===== src/rtl/qsb_pkg.sv =====
// Package for the quicksort buffer sorter.
// Holds sizes, item payload types and the command/status structs passed between the modules.
// No dependencies.
package qsb_pkg;

  localparam int unsigned MAX_ITEMS = 16;
  localparam int unsigned IDX_W     = $clog2(MAX_ITEMS);
  localparam int unsigned CNT_W     = $clog2(MAX_ITEMS + 1);
  localparam int unsigned DATA_W    = 32;

  typedef struct packed {
    logic signed [DATA_W-1:0] data_value;
    logic                     last_item;
  } in_item_t;

  typedef struct packed {
    logic signed [DATA_W-1:0] sorted_value;
    logic                     last_out;
    logic                     overflow;
  } out_item_t;

  typedef struct packed {
    logic [IDX_W-1:0] lo;
    logic [IDX_W-1:0] hi;
  } range_t;

  typedef enum logic [1:0] {
    WR_IN,
    WR_RD_A,
    WR_RD_B
  } wr_sel_t;

  typedef struct packed {
    logic             wr_en;
    wr_sel_t          wr_sel;
    logic [IDX_W-1:0] wr_addr;
    logic             rd_en;
    logic [IDX_W-1:0] rd_addr_a;
    logic [IDX_W-1:0] rd_addr_b;
    logic             pivot_load;
    logic             out_load;
    logic             out_last;
    logic             out_ovf;
  } dp_cmd_t;

  typedef struct packed {
    logic lt;
    logic gt;
    logic out_free;
  } dp_stat_t;

  typedef struct packed {
    logic   push;
    logic   pop;
    range_t push_range;
  } stk_cmd_t;

  typedef struct packed {
    range_t top;
    logic   empty;
  } stk_stat_t;

endpackage


===== src/rtl/quicksort_buffer_sorter.sv =====
// Quicksort buffer sorter, top level.
// Depends on qsb_pkg, qsb_ctrl, qsb_datapath and qsb_range_stack.
//
// Usage: send signed 32-bit values on the in_ channel (valid/ready), one per
// item; the item with last_item set closes the set. Up to MAX_ITEMS values are
// buffered; further values are dropped and the final result carries overflow.
// Loading takes one item per cycle. After the last item the block sorts in
// place with a Hoare partition (first element as pivot) driven by a range
// stack, its pace limited by the two-read, one-write element memory. Results
// then leave on the out_ channel one at a time, each read from memory before
// it enters the output register, the last one flagged by last_out. in_ready
// is low from the last item until the final result sits in the output
// register; the next set may load while that result still waits. A stalled
// receiver holds the output register and pauses the emit sequence.
// Synchronous reset returns to loading with an empty buffer and an empty
// output register.
module quicksort_buffer_sorter (
  input  logic                clk,
  input  logic                rst_n,
  input  logic                in_valid,
  output logic                in_ready,
  input  qsb_pkg::in_item_t   in_item,
  output logic                out_valid,
  input  logic                out_ready,
  output qsb_pkg::out_item_t  out_item
);
  import qsb_pkg::*;

  dp_cmd_t   dp_cmd;
  dp_stat_t  dp_stat;
  stk_cmd_t  stk_cmd;
  stk_stat_t stk_stat;

  qsb_ctrl u_ctrl (
    .clk      (clk),
    .rst_n    (rst_n),
    .in_valid (in_valid),
    .in_last  (in_item.last_item),
    .in_ready (in_ready),
    .dp_cmd   (dp_cmd),
    .dp_stat  (dp_stat),
    .stk_cmd  (stk_cmd),
    .stk_stat (stk_stat)
  );

  qsb_datapath u_datapath (
    .clk       (clk),
    .rst_n     (rst_n),
    .dp_cmd    (dp_cmd),
    .dp_stat   (dp_stat),
    .in_data   (in_item.data_value),
    .out_valid (out_valid),
    .out_ready (out_ready),
    .out_item  (out_item)
  );

  qsb_range_stack u_stack (
    .clk      (clk),
    .rst_n    (rst_n),
    .stk_cmd  (stk_cmd),
    .stk_stat (stk_stat)
  );

endmodule


===== src/rtl/qsb_range_stack.sv =====
// Stack of pending index ranges for the partition sequencer.
// Depends on qsb_pkg.
module qsb_range_stack (
  input  logic                clk,
  input  logic                rst_n,
  input  qsb_pkg::stk_cmd_t   stk_cmd,
  output qsb_pkg::stk_stat_t  stk_stat
);
  import qsb_pkg::*;

  range_t           entries_r [MAX_ITEMS];
  logic [CNT_W-1:0] sp_r;
  logic [CNT_W-1:0] sp_nxt;
  logic [CNT_W-1:0] sp_m1;
  logic             do_push;
  logic             do_pop;

  assign sp_m1   = sp_r - CNT_W'(1);
  assign do_push = stk_cmd.push && (sp_r < CNT_W'(MAX_ITEMS));
  assign do_pop  = stk_cmd.pop && (sp_r != '0);

  always_comb begin
    sp_nxt = sp_r;
    if (do_push) begin
      sp_nxt = sp_r + CNT_W'(1);
    end else if (do_pop) begin
      sp_nxt = sp_m1;
    end
  end

  always_ff @(posedge clk) begin
    if (!rst_n) begin
      sp_r <= '0;
    end else begin
      sp_r <= sp_nxt;
    end
  end

  always_ff @(posedge clk) begin
    if (do_push) begin
      entries_r[sp_r[IDX_W-1:0]] <= stk_cmd.push_range;
    end
  end

  assign stk_stat.top   = entries_r[sp_m1[IDX_W-1:0]];
  assign stk_stat.empty = (sp_r == '0);

endmodule


===== src/rtl/qsb_datapath.sv =====
// Datapath: element memory, pivot register, compares and the output register.
// Depends on qsb_pkg.
module qsb_datapath (
  input  logic                 clk,
  input  logic                 rst_n,
  input  qsb_pkg::dp_cmd_t     dp_cmd,
  output qsb_pkg::dp_stat_t    dp_stat,
  input  logic signed [31:0]   in_data,
  output logic                 out_valid,
  input  logic                 out_ready,
  output qsb_pkg::out_item_t   out_item
);
  import qsb_pkg::*;

  logic signed [DATA_W-1:0] store_r [MAX_ITEMS];
  logic signed [DATA_W-1:0] rd_a_r;
  logic signed [DATA_W-1:0] rd_b_r;
  logic signed [DATA_W-1:0] pivot_r;
  logic signed [DATA_W-1:0] wr_data;
  out_item_t                out_r;
  logic                     out_valid_r;

  always_comb begin
    case (dp_cmd.wr_sel)
      WR_IN:   wr_data = in_data;
      WR_RD_A: wr_data = rd_a_r;
      WR_RD_B: wr_data = rd_b_r;
      default: wr_data = in_data;
    endcase
  end

  always_ff @(posedge clk) begin
    if (dp_cmd.wr_en) begin
      store_r[dp_cmd.wr_addr] <= wr_data;
    end
    if (dp_cmd.rd_en) begin
      rd_a_r <= store_r[dp_cmd.rd_addr_a];
      rd_b_r <= store_r[dp_cmd.rd_addr_b];
    end
  end

  always_ff @(posedge clk) begin
    if (dp_cmd.pivot_load) begin
      pivot_r <= rd_a_r;
    end
    if (dp_cmd.out_load) begin
      out_r.sorted_value <= rd_a_r;
      out_r.last_out     <= dp_cmd.out_last;
      out_r.overflow     <= dp_cmd.out_ovf;
    end
  end

  always_ff @(posedge clk) begin
    if (!rst_n) begin
      out_valid_r <= 1'b0;
    end else if (dp_cmd.out_load) begin
      out_valid_r <= 1'b1;
    end else if (out_ready) begin
      out_valid_r <= 1'b0;
    end
  end

  assign dp_stat.lt       = (rd_a_r < pivot_r);
  assign dp_stat.gt       = (rd_b_r > pivot_r);
  assign dp_stat.out_free = !out_valid_r || out_ready;

  assign out_valid = out_valid_r;
  assign out_item  = out_r;

endmodule


===== src/rtl/qsb_ctrl.sv =====
// Controller: load, partition sequencing and emit state machine with its index registers.
// Depends on qsb_pkg; drives qsb_datapath and qsb_range_stack.
module qsb_ctrl (
  input  logic                clk,
  input  logic                rst_n,
  input  logic                in_valid,
  input  logic                in_last,
  output logic                in_ready,
  output qsb_pkg::dp_cmd_t    dp_cmd,
  input  qsb_pkg::dp_stat_t   dp_stat,
  output qsb_pkg::stk_cmd_t   stk_cmd,
  input  qsb_pkg::stk_stat_t  stk_stat
);
  import qsb_pkg::*;

  typedef enum logic [3:0] {
    S_LOAD,
    S_INIT,
    S_POP,
    S_PIVOT,
    S_SCAN,
    S_SWAP_A,
    S_SWAP_B,
    S_FETCH,
    S_PUSH_L,
    S_PUSH_R,
    S_EMIT_RD,
    S_EMIT_PUT
  } state_t;

  state_t           state_r, state_nxt;
  logic [CNT_W-1:0] count_r, count_nxt;
  logic             dropped_r, dropped_nxt;
  logic [IDX_W-1:0] lo_r, lo_nxt;
  logic [IDX_W-1:0] hi_r, hi_nxt;
  logic [IDX_W-1:0] sl_r, sl_nxt;
  logic [IDX_W-1:0] sh_r, sh_nxt;
  logic [IDX_W-1:0] k_r, k_nxt;
  logic             move_l;
  logic             move_r;
  logic             emit_last;

  assign move_l    = (sl_r < hi_r) && dp_stat.lt;
  assign move_r    = (sh_r > lo_r) && dp_stat.gt;
  assign emit_last = ((CNT_W'(k_r) + CNT_W'(1)) == count_r);

  always_comb begin
    state_nxt   = state_r;
    count_nxt   = count_r;
    dropped_nxt = dropped_r;
    lo_nxt      = lo_r;
    hi_nxt      = hi_r;
    sl_nxt      = sl_r;
    sh_nxt      = sh_r;
    k_nxt       = k_r;
    in_ready    = 1'b0;
    dp_cmd      = '0;
    dp_cmd.wr_sel = WR_IN;
    stk_cmd     = '0;

    case (state_r)
      S_LOAD: begin
        in_ready = 1'b1;
        if (in_valid) begin
          if (count_r < CNT_W'(MAX_ITEMS)) begin
            dp_cmd.wr_en   = 1'b1;
            dp_cmd.wr_sel  = WR_IN;
            dp_cmd.wr_addr = count_r[IDX_W-1:0];
            count_nxt      = count_r + CNT_W'(1);
          end else begin
            dropped_nxt = 1'b1;
          end
          if (in_last) begin
            state_nxt = S_INIT;
          end
        end
      end
      S_INIT: begin
        if (count_r >= CNT_W'(2)) begin
          stk_cmd.push          = 1'b1;
          stk_cmd.push_range.lo = '0;
          stk_cmd.push_range.hi = IDX_W'(count_r - CNT_W'(1));
        end
        state_nxt = S_POP;
      end
      S_POP: begin
        if (stk_stat.empty) begin
          k_nxt     = '0;
          state_nxt = S_EMIT_RD;
        end else begin
          stk_cmd.pop      = 1'b1;
          lo_nxt           = stk_stat.top.lo;
          hi_nxt           = stk_stat.top.hi;
          sl_nxt           = stk_stat.top.lo;
          sh_nxt           = stk_stat.top.hi;
          dp_cmd.rd_en     = 1'b1;
          dp_cmd.rd_addr_a = stk_stat.top.lo;
          dp_cmd.rd_addr_b = stk_stat.top.hi;
          state_nxt        = S_PIVOT;
        end
      end
      S_PIVOT: begin
        // pivot is the first element of the range
        dp_cmd.pivot_load = 1'b1;
        dp_cmd.rd_en      = 1'b1;
        dp_cmd.rd_addr_a  = sl_r;
        dp_cmd.rd_addr_b  = sh_r;
        state_nxt         = S_SCAN;
      end
      S_SCAN: begin
        if (move_l || move_r) begin
          // advance both scans together; each stops on its own
          sl_nxt           = move_l ? sl_r + IDX_W'(1) : sl_r;
          sh_nxt           = move_r ? sh_r - IDX_W'(1) : sh_r;
          dp_cmd.rd_en     = 1'b1;
          dp_cmd.rd_addr_a = sl_nxt;
          dp_cmd.rd_addr_b = sh_nxt;
        end else if (sl_r >= sh_r) begin
          state_nxt = S_PUSH_L;
        end else begin
          state_nxt = S_SWAP_A;
        end
      end
      S_SWAP_A: begin
        dp_cmd.wr_en   = 1'b1;
        dp_cmd.wr_sel  = WR_RD_B;
        dp_cmd.wr_addr = sl_r;
        state_nxt      = S_SWAP_B;
      end
      S_SWAP_B: begin
        dp_cmd.wr_en   = 1'b1;
        dp_cmd.wr_sel  = WR_RD_A;
        dp_cmd.wr_addr = sh_r;
        sl_nxt         = sl_r + IDX_W'(1);
        sh_nxt         = sh_r - IDX_W'(1);
        state_nxt      = S_FETCH;
      end
      S_FETCH: begin
        dp_cmd.rd_en     = 1'b1;
        dp_cmd.rd_addr_a = sl_r;
        dp_cmd.rd_addr_b = sh_r;
        state_nxt        = S_SCAN;
      end
      S_PUSH_L: begin
        // left part is lo .. sl-1, kept only if two or more elements
        if ({1'b0, sl_r} >= ({1'b0, lo_r} + (IDX_W+1)'(2))) begin
          stk_cmd.push          = 1'b1;
          stk_cmd.push_range.lo = lo_r;
          stk_cmd.push_range.hi = sl_r - IDX_W'(1);
        end
        state_nxt = S_PUSH_R;
      end
      S_PUSH_R: begin
        if ({1'b0, hi_r} >= ({1'b0, sh_r} + (IDX_W+1)'(2))) begin
          stk_cmd.push          = 1'b1;
          stk_cmd.push_range.lo = sh_r + IDX_W'(1);
          stk_cmd.push_range.hi = hi_r;
        end
        state_nxt = S_POP;
      end
      S_EMIT_RD: begin
        dp_cmd.rd_en     = 1'b1;
        dp_cmd.rd_addr_a = k_r;
        dp_cmd.rd_addr_b = k_r;
        state_nxt        = S_EMIT_PUT;
      end
      S_EMIT_PUT: begin
        if (dp_stat.out_free) begin
          dp_cmd.out_load = 1'b1;
          dp_cmd.out_last = emit_last;
          dp_cmd.out_ovf  = emit_last && dropped_r;
          if (emit_last) begin
            count_nxt   = '0;
            dropped_nxt = 1'b0;
            state_nxt   = S_LOAD;
          end else begin
            k_nxt     = k_r + IDX_W'(1);
            state_nxt = S_EMIT_RD;
          end
        end
      end
      default: begin
        state_nxt = S_LOAD;
      end
    endcase
  end

  always_ff @(posedge clk) begin
    if (!rst_n) begin
      state_r   <= S_LOAD;
      count_r   <= '0;
      dropped_r <= 1'b0;
      lo_r      <= '0;
      hi_r      <= '0;
      sl_r      <= '0;
      sh_r      <= '0;
      k_r       <= '0;
    end else begin
      state_r   <= state_nxt;
      count_r   <= count_nxt;
      dropped_r <= dropped_nxt;
      lo_r      <= lo_nxt;
      hi_r      <= hi_nxt;
      sl_r      <= sl_nxt;
      sh_r      <= sh_nxt;
      k_r       <= k_nxt;
    end
  end

endmodule


===== config.mk =====
export PLATFORM = sky130hd
export DESIGN_NAME = quicksort_buffer_sorter
export DESIGN_NICKNAME = d
export VERILOG_FILES = /design/src/rtl/qsb_pkg.sv /design/src/rtl/quicksort_buffer_sorter.sv /design/src/rtl/qsb_range_stack.sv /design/src/rtl/qsb_datapath.sv /design/src/rtl/qsb_ctrl.sv
export SDC_FILE = /design/constraint.sdc
export NUM_CORES = 2
export LEC_CHECK = 0
export BUFFER_PORTS_ARGS = -buffer_cell sky130_fd_sc_hd__buf_2
export CAP_MARGIN = 15
export CORE_MARGIN = 2
export CORE_UTILIZATION = 40
export DETAILED_ROUTE_END_ITERATION = 16
export PLACE_DENSITY = 0.61
export SLEW_MARGIN = 15
export SYNTH_ARGS = -nofsm -noshare
export SYNTH_HDL_FRONTEND = slang
export SYNTH_HIERARCHICAL = 1
export SYNTH_SLANG_ARGS = --single-unit

===== constraint.sdc =====
create_clock -name clk -period 5.4 [get_ports clk]
set_input_delay 1.08 -clock clk [delete_from_list [all_inputs] [get_ports clk]]
set_output_delay 1.08 -clock clk [all_outputs]
set_load 0.02 [all_outputs]

==> impl_results.md <==
- Status: finished clean
- Synth Register Bits: 806
- Slew @ Worst Pin: 1.111 ns
- Worst-path clk slew: 0.06 ns
- Ys flop type: edfxtp_1
- Nets@finish: 2,390
- WS Path Type: register to register
- Final setup vio count: 0
- FILL cells: 7,846
- Crit-path most repeated cell: buf_4
- Crit path max fanout: 14
- Synth area leaders: edfxtp_1 (62%), mux4_2 (19%), ha_1 (3.3%)
- CP max-delay cell: mux4_2
- WP data arrival: 5.58 ns
- Area grow syn2layout: 15.50%
- Gate Count Post-Synth: 2,081
- Sequential area share after synthesis: 63.63%
- Via Count: 21,376
- Wire length on met2: 49,620 µm
- Worst setup EP type: register
- DRT met1 WL: 40,960 µm
- Netlist area before placement: 37,470 µm²
- Pin count of the biggest net entering global routing: 60
- Top-level I/O count: 73
- GRT Total Usage: 20.99%
- Grt ovf: 0
- CTS H-tree depth: 3
- Fin Hold WS: 0.5054 ns
- Lkg Pwr: 0.01394 µW
- Synthesized net count: 2,217
- Die area: 96,150 µm²
- DR top layer: met4
- TritonCTS buffer count: 85
- Post-synth EDFFs: 770
- Yosys cell types: 79
- Max cap viols: 0
- DP Wirelength: 61,660 µm
- Final hold vios: 0
- Vias/cell: 5.974
- Max-slew headroom: 25.75%
- Crit path launch type: register
- Syn. warnings: 6
- Starting Density: 40.27%
- Worst skew pair latency: 0.65 ns
- Root Buffer: clkbuf_16
- WL final: 100,600 µm
- Share of layout cells above drive strength 1: 30.77%
- Number of global-route vias before repair: 21,760
- Routability cong.: 0.8676
- Clk buf depth: 3
- Placed insts: 3,420
- Core Region: 93,050 µm²
- Die width: 310.1 µm
- Mean Syn Cell Area: 18.01 µm²
- Wire per inst: 28.12 µm
- Initial antenna violation count: 0
- Routed Antenna Nets: 0
- Max incr delay on CP: 0.52 ns
- Num rows: 112
- DR WL met3: 7178 µm
- Worst Path Required: 5.77 ns
- Hold Buf Count CTS: 0
- Yosys top cell area share: 61.70%
- Area leader, netlist: edfxtp_1
- # DRC: 0
- Cells along the critical path: ha_1 > a21o_1 > a221o_1 > a221oi_1 > buf_4 > nor2_1 > a211o_1 > mux2i_1 > nand2_1 > a21oi_1 > buf_4 > xnor2_1 > o2111ai_4 > buf_12 > buf_4 > mux4_2 > mux4_2
- CTS sink cnt: 806
- I/O Buffers: 72
- Pwr/cell area: 307.1 nW/µm²
- Fin cells: 3,578
- CTS tree: built
- Setup ws final: 0.1978 ns
- Ys async rst share: 0%
- Pre-CTS setup slack: 0.1188 ns
- Final slew viol count: 0
- RSZ-0062 raised after global routing: no
- First-pass GRT wire length: 146,800 µm
- HP Class: register to register
- Setup TNS: 0 ns
- Peak Freq: 192.2 MHz
- Maximum vdd drop: 0.2265 mV
- Drt first pass iters: 5
- # diodes: 0
- DR iter-0 viols: 2,636
- Min Tclk post-route: 5.202 ns
- Die height: 310.1 µm
- Tcrit/Tclk final: 96.34%
- Skew final: 0.03963 ns
critical path: cells and delay by family (launching register included):
kind,cells,cell delay (ns)
compound gates,6,1.68
xor+xnor,1,0.10
fa+ha+maj,1,0.33
buf+inv,4,0.85
flops,1,0.40
mux,3,1.37
simple gates,2,0.18
flip-flops by register name, summed over array words and instances (netlist names):
register	cells
u_ctrl/count_r	5
u_ctrl/dropped_r	1
u_ctrl/hi_r	4
u_ctrl/k_r	4
u_ctrl/lo_r	4
u_ctrl/sh_r	4
u_ctrl/sl_r	4
u_ctrl/state_r	4
u_datapath/out_item	34
u_datapath/out_valid	1
u_datapath/pivot_r	32
u_datapath/rd_a_r	32
u_datapath/rd_b_r	32
u_datapath/store_r	512
u_stack/entries_r	128
u_stack/sp_r	5
report_power, final:
part / total, µW / internal [µW] / switching, µW
Sequential: 6920 / 6890 / 31.5
Combinational: 436 / 184 / 252
Clock: 5930 / 3470 / 2460
Total: 13300 / 10500 / 2750
placed cells by master, fill, tap and decap left out, drive strengths merged, types with 5 or more instances in the layout:
cell / count
edfxtp: 770
mux4: 336
buf: 211
nand2: 147
clkbuf: 110
ha: 99
inv: 73
nor2: 67
o21ai: 53
a21oi: 51
nand3: 44
dfxtp: 36
clkinv: 34
a22oi: 33
a21o: 19
nand4: 17
mux2i: 16
nor3: 16
xnor2: 15
nand2b: 15
a221oi: 11
a222oi: 10
bufinv: 9
xor2: 9
a211oi: 9
a32o: 8
a31oi: 7
nor2b: 7
o211ai: 6
or2: 6
a221o: 5
and2: 5
and3: 5
and4: 5
a211o: 5
layout make-up:
class / count / area (µm²) / share of cell area (%)
timing repair buffer: 211 / 1829 / 4.227
clock inverter: 47 / 519.2 / 1.200
inverter: 71 / 266.5 / 0.6158
clock buffer: 110 / 2313 / 5.345
sequential: 806 / 23840 / 55.09
multi-input combinational: 1079 / 12940 / 29.90
tap: 1254 / 1569 / 3.625
cell usage after synthesis, types with 10 or more instances:
cell,number
dfxtp_1,36
inv_1,70
o21ai_0,51
buf_4,23
nand2_1,147
xnor2_1,15
buf_6,14
buf_2,18
mux4_1,12
mux4_2,324
nor2_1,65
nand3_1,44
mux2i_1,16
a22oi_1,33
nand2b_1,14
a21o_1,19
a222oi_1,10
nor3_1,15
buf_1,16
nand4_1,17
edfxtp_1,770
a21oi_1,49
ha_1,99
a221oi_1,11
clkbuf_1,52
worst paths after layout:
path	slack, ns	cells past startpoint	end	startpoint
worst max-delay path	0.20	17	u_datapath/rd_b_r[25]$_DFFE_PP_	u_datapath/rd_b_r[5]$_DFFE_PP_
worst min-delay path	0.51	2	u_ctrl/lo_r[0]$_SDFFE_PN0P_	u_ctrl/lo_r[0]$_SDFFE_PN0P_
worst max register to register	0.20	17	u_datapath/rd_b_r[25]$_DFFE_PP_	u_datapath/rd_b_r[5]$_DFFE_PP_
worst min register to register	0.51	2	u_ctrl/lo_r[0]$_SDFFE_PN0P_	u_ctrl/lo_r[0]$_SDFFE_PN0P_
kinds of logic after synthesis:
| kind of cell | after synthesis | synth area share, % |
|---|---|---|
| buf+inv | 196 | 2.541 |
| flops | 806 | 63.63 |
| fa+ha+maj | 99 | 3.306 |
| simple gates | 352 | 4.424 |
| xor+xnor | 24 | 0.5810 |
| mux | 353 | 20.77 |
| compound gates | 251 | 4.751 |
repair_timing:
item | CTS | global route
resized for setup | 0 | 2
setup buffers | 0 | 0
setup endpoints to repair | 0 | 52
routing by layer:
metal	vias up	global-route usage [%]
met3	181	3.283
met1	11265	28.63
li1	8998	-
met4	0	6.134
met2	932	34.94
met5	-	0
per-stage QoR:
stage                     instance area [µm²]  total power (µW)  util, %
final                                   43280             13290    46.51
after global routing                    43280             13650    46.51
after CTS                               43270             13390    46.50
after detailed placement                40430              7486    43.45
after global placement                  40430              7471    43.44
after floorplan                         37470              7317        -
No activity file was read; power rests on OpenSTA's default activity.
